File: config.mk
export PLATFORM = sky130hd
export DESIGN_NAME = shuffle_bag_draw_flat
export DESIGN_NICKNAME = d
export VERILOG_FILES = /design/src/hw/rtl/sbd_pkg.sv /design/src/hw/rtl/sbd_if.sv /design/src/hw/rtl/sbd_mem.sv /design/src/hw/rtl/sbd_mul.sv /design/src/hw/rtl/shuffle_bag_draw.sv /design/src/flat_wrapper.sv
export SDC_FILE = /design/constraint.sdc
export NUM_CORES = 2
export LEC_CHECK = 0
export ABC_CLOCK_PERIOD_IN_PS = 11500
export BUFFER_PORTS_ARGS = -buffer_cell sky130_fd_sc_hd__buf_2
export CORE_MARGIN = 8
export CORE_UTILIZATION = 60
export DETAILED_ROUTE_END_ITERATION = 8
export MAX_ROUTING_LAYER = met4
export PLACE_DENSITY = 0.81
export SYNTH_ARGS = -nofsm -noshare
export SYNTH_HDL_FRONTEND = slang
export SYNTH_HIERARCHICAL = 1
export SYNTH_SLANG_ARGS = --single-unit
File: constraint.sdc
create_clock -name clock -period 11.5 [get_ports clock]
set_input_delay 1.725 -clock clock [delete_from_list [all_inputs] [get_ports clock]]
set_output_delay 1.725 -clock clock [all_outputs]
set_load 0.1 [all_outputs]
File: src/hw/rtl/sbd_pkg.sv
// ---------------------------------------------------------------------------
// Shuffle bag draw package
// Field widths, request kinds and response status codes shared by the block.
// ---------------------------------------------------------------------------
package sbd_pkg;

   localparam int KIND_BITS   = 2;
   localparam int VALUE_BITS  = 16;
   localparam int COPIES_BITS = 7;
   localparam int RAND_BITS   = 32;
   localparam int STATUS_BITS = 2;
   localparam int UNDRAWN_BITS = 7;

   localparam logic [KIND_BITS-1:0] KIND_ADD   = 2'd0;
   localparam logic [KIND_BITS-1:0] KIND_DRAW  = 2'd1;
   localparam logic [KIND_BITS-1:0] KIND_CLEAR = 2'd2;

   localparam logic [STATUS_BITS-1:0] STATUS_DRAWN = 2'd0;
   localparam logic [STATUS_BITS-1:0] STATUS_DONE  = 2'd1;
   localparam logic [STATUS_BITS-1:0] STATUS_EMPTY = 2'd2;
   localparam logic [STATUS_BITS-1:0] STATUS_FULL  = 2'd3;

endpackage

File: src/hw/rtl/sbd_if.sv
// ---------------------------------------------------------------------------
// Shuffle bag channels
// Valid/ready channels for request words and response words.
// ---------------------------------------------------------------------------
interface sbd_req_if import sbd_pkg::*; ();
   logic                   valid;
   logic                   ready;
   logic [KIND_BITS-1:0]   kind;
   logic [VALUE_BITS-1:0]  item_value;
   logic [COPIES_BITS-1:0] copies;
   logic [RAND_BITS-1:0]   random_value;

   modport source (output valid, kind, item_value, copies, random_value, input ready);
   modport sink   (input valid, kind, item_value, copies, random_value, output ready);
endinterface

interface sbd_rsp_if import sbd_pkg::*; ();
   logic                    valid;
   logic                    ready;
   logic [VALUE_BITS-1:0]   drawn_value;
   logic [STATUS_BITS-1:0]  status;
   logic [UNDRAWN_BITS-1:0] undrawn_count;

   modport source (output valid, drawn_value, status, undrawn_count, input ready);
   modport sink   (input valid, drawn_value, status, undrawn_count, output ready);
endinterface

File: src/hw/rtl/sbd_mem.sv
// ---------------------------------------------------------------------------
// Shuffle bag entry store
// One write port, one read port with registered read data.
// ---------------------------------------------------------------------------
module sbd_mem #(
   parameter int DEPTH = 64,
   parameter int WIDTH = 16,
   parameter int AW    = 6
) (
   input  logic             clock,
   input  logic             wr_en,
   input  logic [AW-1:0]    wr_addr,
   input  logic [WIDTH-1:0] wr_data,
   input  logic [AW-1:0]    rd_addr,
   output logic [WIDTH-1:0] rd_data
);

   logic [WIDTH-1:0] mem_ff [DEPTH];
   logic [WIDTH-1:0] rd_data_ff;

   always_ff @(posedge clock) begin
      if (wr_en) begin
         mem_ff[wr_addr] <= wr_data;
      end
      rd_data_ff <= mem_ff[rd_addr];
   end

   assign rd_data = rd_data_ff;

endmodule

File: src/hw/rtl/sbd_mul.sv
// ---------------------------------------------------------------------------
// Shuffle bag position scaler
// Registered (random * span) >> 32 that maps a random word onto a position.
// ---------------------------------------------------------------------------
module sbd_mul import sbd_pkg::*; #(
   parameter int SPAN_BITS = 7
) (
   input  logic                 clock,
   input  logic                 load,
   input  logic [RAND_BITS-1:0] rnd,
   input  logic [SPAN_BITS-1:0] span,
   output logic [SPAN_BITS-1:0] pos
);

   localparam int PW = RAND_BITS + SPAN_BITS;

   logic [PW-1:0]        prod;
   logic [SPAN_BITS-1:0] pos_ff;

   assign prod = PW'(rnd) * PW'(span);

   always_ff @(posedge clock) begin
      if (load) begin
         pos_ff <= prod[RAND_BITS +: SPAN_BITS];
      end
   end

   assign pos = pos_ff;

endmodule

File: src/hw/rtl/shuffle_bag_draw.sv
// ---------------------------------------------------------------------------
// Shuffle bag draw
// Bag of up to DEPTH items drawn at random without replacement.
// ---------------------------------------------------------------------------
// One request word at a time; the next is taken as soon as the previous
// result sits in the response register. An add writes max(copies, 1)
// copies, one per cycle through the single write port (the rest are
// dropped at once when the bag is full); a draw scales the random word,
// then does two reads and two writes of the swap, all through the one
// read and one write port of the entry store; a clear, an empty draw and
// an unused kind go straight from idle to the finish state. Entries are
// kept in reverse order in the store, so pushing onto the front is a
// single write at the fill count. There is no clearing pass after reset.
// ---------------------------------------------------------------------------
module shuffle_bag_draw import sbd_pkg::*; #(
   parameter int DEPTH     = 64,
   parameter int ITEM_BITS = 16
) (
   input  logic      clock,
   input  logic      reset,
   sbd_req_if.sink   req_chan,
   sbd_rsp_if.source rsp_chan
);

   localparam int CW = $clog2(DEPTH + 1);
   localparam int AW = $clog2(DEPTH);

   typedef enum logic [7:0] {
      ST_IDLE = 8'b0000_0001,
      ST_ADD  = 8'b0000_0010,
      ST_MUL  = 8'b0000_0100,
      ST_RDA  = 8'b0000_1000,
      ST_RDB  = 8'b0001_0000,
      ST_WRA  = 8'b0010_0000,
      ST_WRB  = 8'b0100_0000,
      ST_FIN  = 8'b1000_0000
   } state_type;

   state_type               state_ff, state_in;
   logic [CW-1:0]           count_ff, count_in;
   logic [CW-1:0]           avail_ff, avail_in;
   logic [COPIES_BITS-1:0]  left_ff, left_in;
   logic [VALUE_BITS-1:0]   item_ff, item_in;
   logic [RAND_BITS-1:0]    rnd_ff, rnd_in;
   logic [AW-1:0]           pa_ff, pa_in;
   logic [ITEM_BITS-1:0]    a_ff, a_in;
   logic [STATUS_BITS-1:0]  status_ff, status_in;

   logic                    rsp_valid_ff, rsp_valid_in;
   logic [VALUE_BITS-1:0]   rsp_drawn_ff, rsp_drawn_in;
   logic [STATUS_BITS-1:0]  rsp_status_ff, rsp_status_in;
   logic [UNDRAWN_BITS-1:0] rsp_count_ff, rsp_count_in;

   logic                    req_take;
   logic [CW-1:0]           pos;
   logic [CW-1:0]           pa_full;
   logic [CW-1:0]           pt_full;
   logic [CW-1:0]           refill;

   logic                    mem_wr_en;
   logic [AW-1:0]           mem_wr_addr;
   logic [ITEM_BITS-1:0]    mem_wr_data;
   logic [AW-1:0]           mem_rd_addr;
   logic [ITEM_BITS-1:0]    mem_rd_data;

   sbd_mem #(
      .DEPTH (DEPTH),
      .WIDTH (ITEM_BITS),
      .AW    (AW)
   ) u_mem (
      .clock   (clock),
      .wr_en   (mem_wr_en),
      .wr_addr (mem_wr_addr),
      .wr_data (mem_wr_data),
      .rd_addr (mem_rd_addr),
      .rd_data (mem_rd_data)
   );

   sbd_mul #(
      .SPAN_BITS (CW)
   ) u_mul (
      .clock (clock),
      .load  (state_ff == ST_MUL),
      .rnd   (rnd_ff),
      .span  (avail_ff),
      .pos   (pos)
   );

   assign req_chan.ready = (state_ff == ST_IDLE);
   assign req_take       = req_chan.valid && (state_ff == ST_IDLE);

   assign pa_full = count_ff - CW'(1) - pos;
   assign pt_full = count_ff - avail_ff;
   assign refill  = (avail_ff == '0) ? count_ff : avail_ff;

   always_comb begin
      state_in      = state_ff;
      count_in      = count_ff;
      avail_in      = avail_ff;
      left_in       = left_ff;
      item_in       = item_ff;
      rnd_in        = rnd_ff;
      pa_in         = pa_ff;
      a_in          = a_ff;
      status_in     = status_ff;
      rsp_valid_in  = rsp_valid_ff && !rsp_chan.ready;
      rsp_drawn_in  = rsp_drawn_ff;
      rsp_status_in = rsp_status_ff;
      rsp_count_in  = rsp_count_ff;
      mem_wr_en     = 1'b0;
      mem_wr_addr   = count_ff[AW-1:0];
      mem_wr_data   = ITEM_BITS'(item_ff);
      mem_rd_addr   = pa_full[AW-1:0];

      unique case (state_ff)
         ST_IDLE: begin
            if (req_take) begin
               item_in   = req_chan.item_value;
               rnd_in    = req_chan.random_value;
               left_in   = (req_chan.copies > COPIES_BITS'(1)) ?
                           req_chan.copies : COPIES_BITS'(1);
               a_in      = '0;
               status_in = STATUS_DONE;
               state_in  = ST_FIN;
               case (req_chan.kind)
                  KIND_ADD: begin
                     state_in = ST_ADD;
                  end
                  KIND_DRAW: begin
                     avail_in = refill;
                     if (refill == '0) begin
                        status_in = STATUS_EMPTY;
                     end else begin
                        state_in = ST_MUL;
                     end
                  end
                  KIND_CLEAR: begin
                     count_in = '0;
                     avail_in = '0;
                  end
                  default: begin
                  end
               endcase
            end
         end
         ST_ADD: begin
            if (count_ff == CW'(DEPTH)) begin
               status_in = STATUS_FULL;
               state_in  = ST_FIN;
            end else begin
               mem_wr_en = 1'b1;
               count_in  = count_ff + CW'(1);
               avail_in  = avail_ff + CW'(1);
               left_in   = left_ff - COPIES_BITS'(1);
               if (left_ff == COPIES_BITS'(1)) begin
                  state_in = ST_FIN;
               end
            end
         end
         ST_MUL: begin
            state_in = ST_RDA;
         end
         ST_RDA: begin
            pa_in    = pa_full[AW-1:0];
            state_in = ST_RDB;
         end
         ST_RDB: begin
            a_in        = mem_rd_data;
            mem_rd_addr = pt_full[AW-1:0];
            state_in    = ST_WRA;
         end
         ST_WRA: begin
            mem_wr_en   = 1'b1;
            mem_wr_addr = pa_ff;
            mem_wr_data = mem_rd_data;
            state_in    = ST_WRB;
         end
         ST_WRB: begin
            mem_wr_en   = 1'b1;
            mem_wr_addr = pt_full[AW-1:0];
            mem_wr_data = a_ff;
            avail_in    = avail_ff - CW'(1);
            status_in   = STATUS_DRAWN;
            state_in    = ST_FIN;
         end
         ST_FIN: begin
            if (!rsp_valid_ff || rsp_chan.ready) begin
               rsp_valid_in  = 1'b1;
               rsp_drawn_in  = VALUE_BITS'(a_ff);
               rsp_status_in = status_ff;
               rsp_count_in  = UNDRAWN_BITS'(avail_ff);
               state_in      = ST_IDLE;
            end
         end
         default: begin
            state_in = ST_IDLE;
         end
      endcase
   end

   always_ff @(posedge clock) begin
      if (reset) begin
         state_ff     <= ST_IDLE;
         count_ff     <= '0;
         avail_ff     <= '0;
         rsp_valid_ff <= 1'b0;
      end else begin
         state_ff     <= state_in;
         count_ff     <= count_in;
         avail_ff     <= avail_in;
         rsp_valid_ff <= rsp_valid_in;
      end
   end

   always_ff @(posedge clock) begin
      left_ff       <= left_in;
      item_ff       <= item_in;
      rnd_ff        <= rnd_in;
      pa_ff         <= pa_in;
      a_ff          <= a_in;
      status_ff     <= status_in;
      rsp_drawn_ff  <= rsp_drawn_in;
      rsp_status_ff <= rsp_status_in;
      rsp_count_ff  <= rsp_count_in;
   end

   assign rsp_chan.valid         = rsp_valid_ff;
   assign rsp_chan.drawn_value   = rsp_drawn_ff;
   assign rsp_chan.status        = rsp_status_ff;
   assign rsp_chan.undrawn_count = rsp_count_ff;

   a_avail_in_bag: assert property (@(posedge clock) disable iff (reset)
      avail_ff <= count_ff)
      else $error("undrawn region exceeds bag");

   a_count_bound: assert property (@(posedge clock) disable iff (reset)
      count_ff <= CW'(DEPTH))
      else $error("bag count exceeds depth");

   a_write_states: assert property (@(posedge clock) disable iff (reset)
      mem_wr_en |-> (state_ff == ST_ADD || state_ff == ST_WRA || state_ff == ST_WRB))
      else $error("entry write outside add or swap");

   a_rsp_from_fin: assert property (@(posedge clock) disable iff (reset)
      $rose(rsp_valid_ff) |-> $past(state_ff) == ST_FIN)
      else $error("response word loaded outside finish");

endmodule
File: src/flat_wrapper.sv
// flat-port wrapper written by rule: the top's interface ports become plain ports
module shuffle_bag_draw_flat import sbd_pkg::*;
#(
   parameter int DEPTH     = 64,
   parameter int ITEM_BITS = 16
)
  (clock, reset, req_chan_valid, req_chan_kind, req_chan_item_value, req_chan_copies, req_chan_random_value, req_chan_ready, rsp_chan_valid, rsp_chan_drawn_value, rsp_chan_status, rsp_chan_undrawn_count, rsp_chan_ready);
  sbd_req_if req_chan_i ();
  sbd_rsp_if rsp_chan_i ();
  input  logic clock;
  input  logic reset;
  input wire logic [$bits(req_chan_i.valid)-1:0] req_chan_valid;
  input wire logic [$bits(req_chan_i.kind)-1:0] req_chan_kind;
  input wire logic [$bits(req_chan_i.item_value)-1:0] req_chan_item_value;
  input wire logic [$bits(req_chan_i.copies)-1:0] req_chan_copies;
  input wire logic [$bits(req_chan_i.random_value)-1:0] req_chan_random_value;
  output wire logic [$bits(req_chan_i.ready)-1:0] req_chan_ready;
  output wire logic [$bits(rsp_chan_i.valid)-1:0] rsp_chan_valid;
  output wire logic [$bits(rsp_chan_i.drawn_value)-1:0] rsp_chan_drawn_value;
  output wire logic [$bits(rsp_chan_i.status)-1:0] rsp_chan_status;
  output wire logic [$bits(rsp_chan_i.undrawn_count)-1:0] rsp_chan_undrawn_count;
  input wire logic [$bits(rsp_chan_i.ready)-1:0] rsp_chan_ready;
  assign req_chan_i.valid = req_chan_valid;
  assign req_chan_i.kind = req_chan_kind;
  assign req_chan_i.item_value = req_chan_item_value;
  assign req_chan_i.copies = req_chan_copies;
  assign req_chan_i.random_value = req_chan_random_value;
  assign req_chan_ready = req_chan_i.ready;
  assign rsp_chan_valid = rsp_chan_i.valid;
  assign rsp_chan_drawn_value = rsp_chan_i.drawn_value;
  assign rsp_chan_status = rsp_chan_i.status;
  assign rsp_chan_undrawn_count = rsp_chan_i.undrawn_count;
  assign rsp_chan_i.ready = rsp_chan_ready;
  shuffle_bag_draw #(.DEPTH(DEPTH), .ITEM_BITS(ITEM_BITS)) u_core (.clock(clock), .reset(reset), .req_chan(req_chan_i), .rsp_chan(rsp_chan_i));
endmodule
==> impl_metrics.json <==
{
  "drive_gt1_share_pct": 19.9,
  "min_path_cells": 0,
  "antenna_left": 0,
  "ir_worst_vdd_uv": 142,
  "core_area_um2": 86500,
  "seqPwrFrac_pct": 50.0,
  "die_h_um": 311,
  "cts_buffer_depth": 3,
  "reg2reg_slack_ps": 5770,
  "numPortBuffers": 87,
  "holdPathEnd": "u_core/rsp_chan.status[0]",
  "grt_max_degree": 154,
  "cp.required_ps": 12020,
  "hold_start": "u_core/status_ff[0]",
  "grt.overflow.total": 0,
  "ctsResizeCount": 0,
  "viasPerCell": 6.64,
  "syn-cell-area_um2": 52300,
  "cp_max_fo": 115,
  "drtIter0Drc": 4025,
  "path_clk_slew_ps": 60,
  "avgSynthCellArea_um2": 17.3,
  "grt_antenna_before_repair": 6,
  "netlist_instances": 3022,
  "drv_slew": 0,
  "final_util_pct": 66.6,
  "hold_buffers": 0,
  "hold_class": "reg2reg",
  "endpoint_kind": "register",
  "grt_pass1_wl_mm": 193,
  "period_minus_slack_ps": 5730,
  "p_sw_share_pct": 25.6,
  "crit_type": "reg2reg",
  "slew_headroom_pct": 9.40,
  "die_w_um": 311,
  "synth_warnings": 6,
  "first_global_vias": 30000,
  "leakagePower_nw": 20.1,
  "syn_nets": 3308,
  "fmax_ghz": 0.175,
  "pwr_density_cell_nw_per_um2": 173,
  "comb_power_share_pct": 13.7,
  "p_int_mw": 7.43,
  "cts_tree": "built",
  "arrival_ps": 6250,
  "setup_tns_ps": 0,
  "cp-start-kind": "register",
  "wirelength_mm": 130,
  "regToRegEndpoint": "u_core/u_mem/rd_data[9]",
  "finalSetupViolations": 0,
  "clk-insertion-delay-late_ps": 690,
  "drc_errors": 0,
  "syn2layout_area_growth_pct": 10.3,
  "hpwlAfterDp_mm": 76.1,
  "initial_core_util_pct": 60.4,
  "die-area_um2": 96800,
  "netSwitchingPower_mw": 2.56,
  "final_nets": 3438,
  "hold_slack_ps": 422,
  "htree_levels": 3,
  "cts-root-buf": "clkbuf_16",
  "hold_viol": 0,
  "rows": 108,
  "numClockSinks": 1173,
  "max_slew.worst_pin.slew_ps": 1360,
  "num_vias": 29200,
  "maxCapViolCount": 0,
  "p_clk_share_pct": 36.3,
  "cts_setup_buffers": 0,
  "reg2reg_from": "u_core/state_ff[2]",
  "grt_setup_unrepaired": "false",
  "finClkSkew_ps": 27.9,
  "avgRoutedWirePerCell_um": 29.5,
  "outcome": "complete, no violations",
  "grt_usage_pct": 27.3,
  "cts_inserted_buffers": 110,
  "ioPinCount": 88,
  "min_period_over_period_pct": 49.8,
  "reg2reg_depth": 11,
  "drt-pass1-iter-count": 8,
  "globalplace.congestion": 0.911
}
==> cells in the final DEF (no fill, tap or decap), types with 35 or more instances in the layout <==
cell type,instances
nor2b_1,35
ha_1,74
mux4_2,220
clkbuf_16,113
inv_1,164
a21oi_1,55
mux2i_1,88
buf_2,87
buf_4,75
a22oi_1,59
fa_1,151
nand2_1,180
and2_1,187
nand3_1,38
nor2_1,76
edfxtp_1,1134
dfxtp_1,39
==> through the flow <==
stage	area (um^2)	power (mW)	setup WS [ps]	cells
CTS	57600	10.0	5880	4403
global placement	54000	6.36	6120	4195
finish	57600	9.99	5770	4407
detailed placement	54000	6.42	5930	4195
floorplan	52300	6.01	7020	3022
global route	57600	10.3	5490	4406
==> worst max-delay path, stage by stage, from the launching register on <==
cell	delay [ps]
dfxtp_1	380
or4_4	590
nor3_1	240
nand3b_1	550
o21ai_4	560
buf_12	600
buf_4	880
mux4_2	600
nor2b_1	150
a211o_1	300
a31oi_1	240
a311oi_1	100
==> flip-flops by register name, summed over array words and instances, names as in the netlist, 8 cells and up <==
| name | count |
|---|---|
| u_core/u_mem/mem_ff | 1024 |
| u_core/item_ff | 16 |
| u_core/state_ff | 8 |
| u_core/a_ff | 16 |
| u_core/rsp_chan.drawn_value | 16 |
| u_core/rnd_ff | 32 |
| u_core/u_mem/rd_data | 16 |
==> layout make-up <==
type,instances,area (um^2)
antenna,4,10.0
multi-input combinational,1536,16100
inverter,166,623
tap,1155,1450
fill,5344,28900
clock inverter,64,611
timing repair buffer,165,1060
clock buffer,144,2970
sequential,1173,34800
==> worst max-delay path by stage <==
stage,to,from,depth (start not counted),slack (ps)
floorplan,u_core/u_mul/pos[5],u_core/avail_ff[1],16,7020
global placement,u_core/u_mem/rd_data[7],u_core/state_ff[2],10,6120
detailed placement,u_core/u_mem/rd_data[10],u_core/state_ff[2],11,5930
CTS,u_core/u_mem/rd_data[10],u_core/state_ff[2],11,5880
global route,u_core/u_mem/rd_data[9],u_core/state_ff[2],11,5490
finish,u_core/u_mem/rd_data[9],u_core/state_ff[2],11,5770
==> per-layer routing <==
metal / global-route usage (%) / wire (um) / vias up
li1: - / - / 11900
met1: 34.6 / 45500 / 14900
met2: 42.8 / 62400 / 2127
met3: 6.92 / 16500 / 375
met4: 10.5 / 5600 / 0
met5: - / 0 / -
==> power groups by stage <==
stage | clock network [mW] | logic (mW) | registers (mW)
after floorplan | 0 | 0.952 | 5.06
after global placement | 0 | 1.28 | 5.07
after detailed placement | 0 | 1.34 | 5.08
after CTS | 3.66 | 1.36 | 4.99
after global routing | 3.80 | 1.49 | 5.00
final | 3.63 | 1.37 | 4.99
Note: power is estimated with default switching activity, not from simulation.
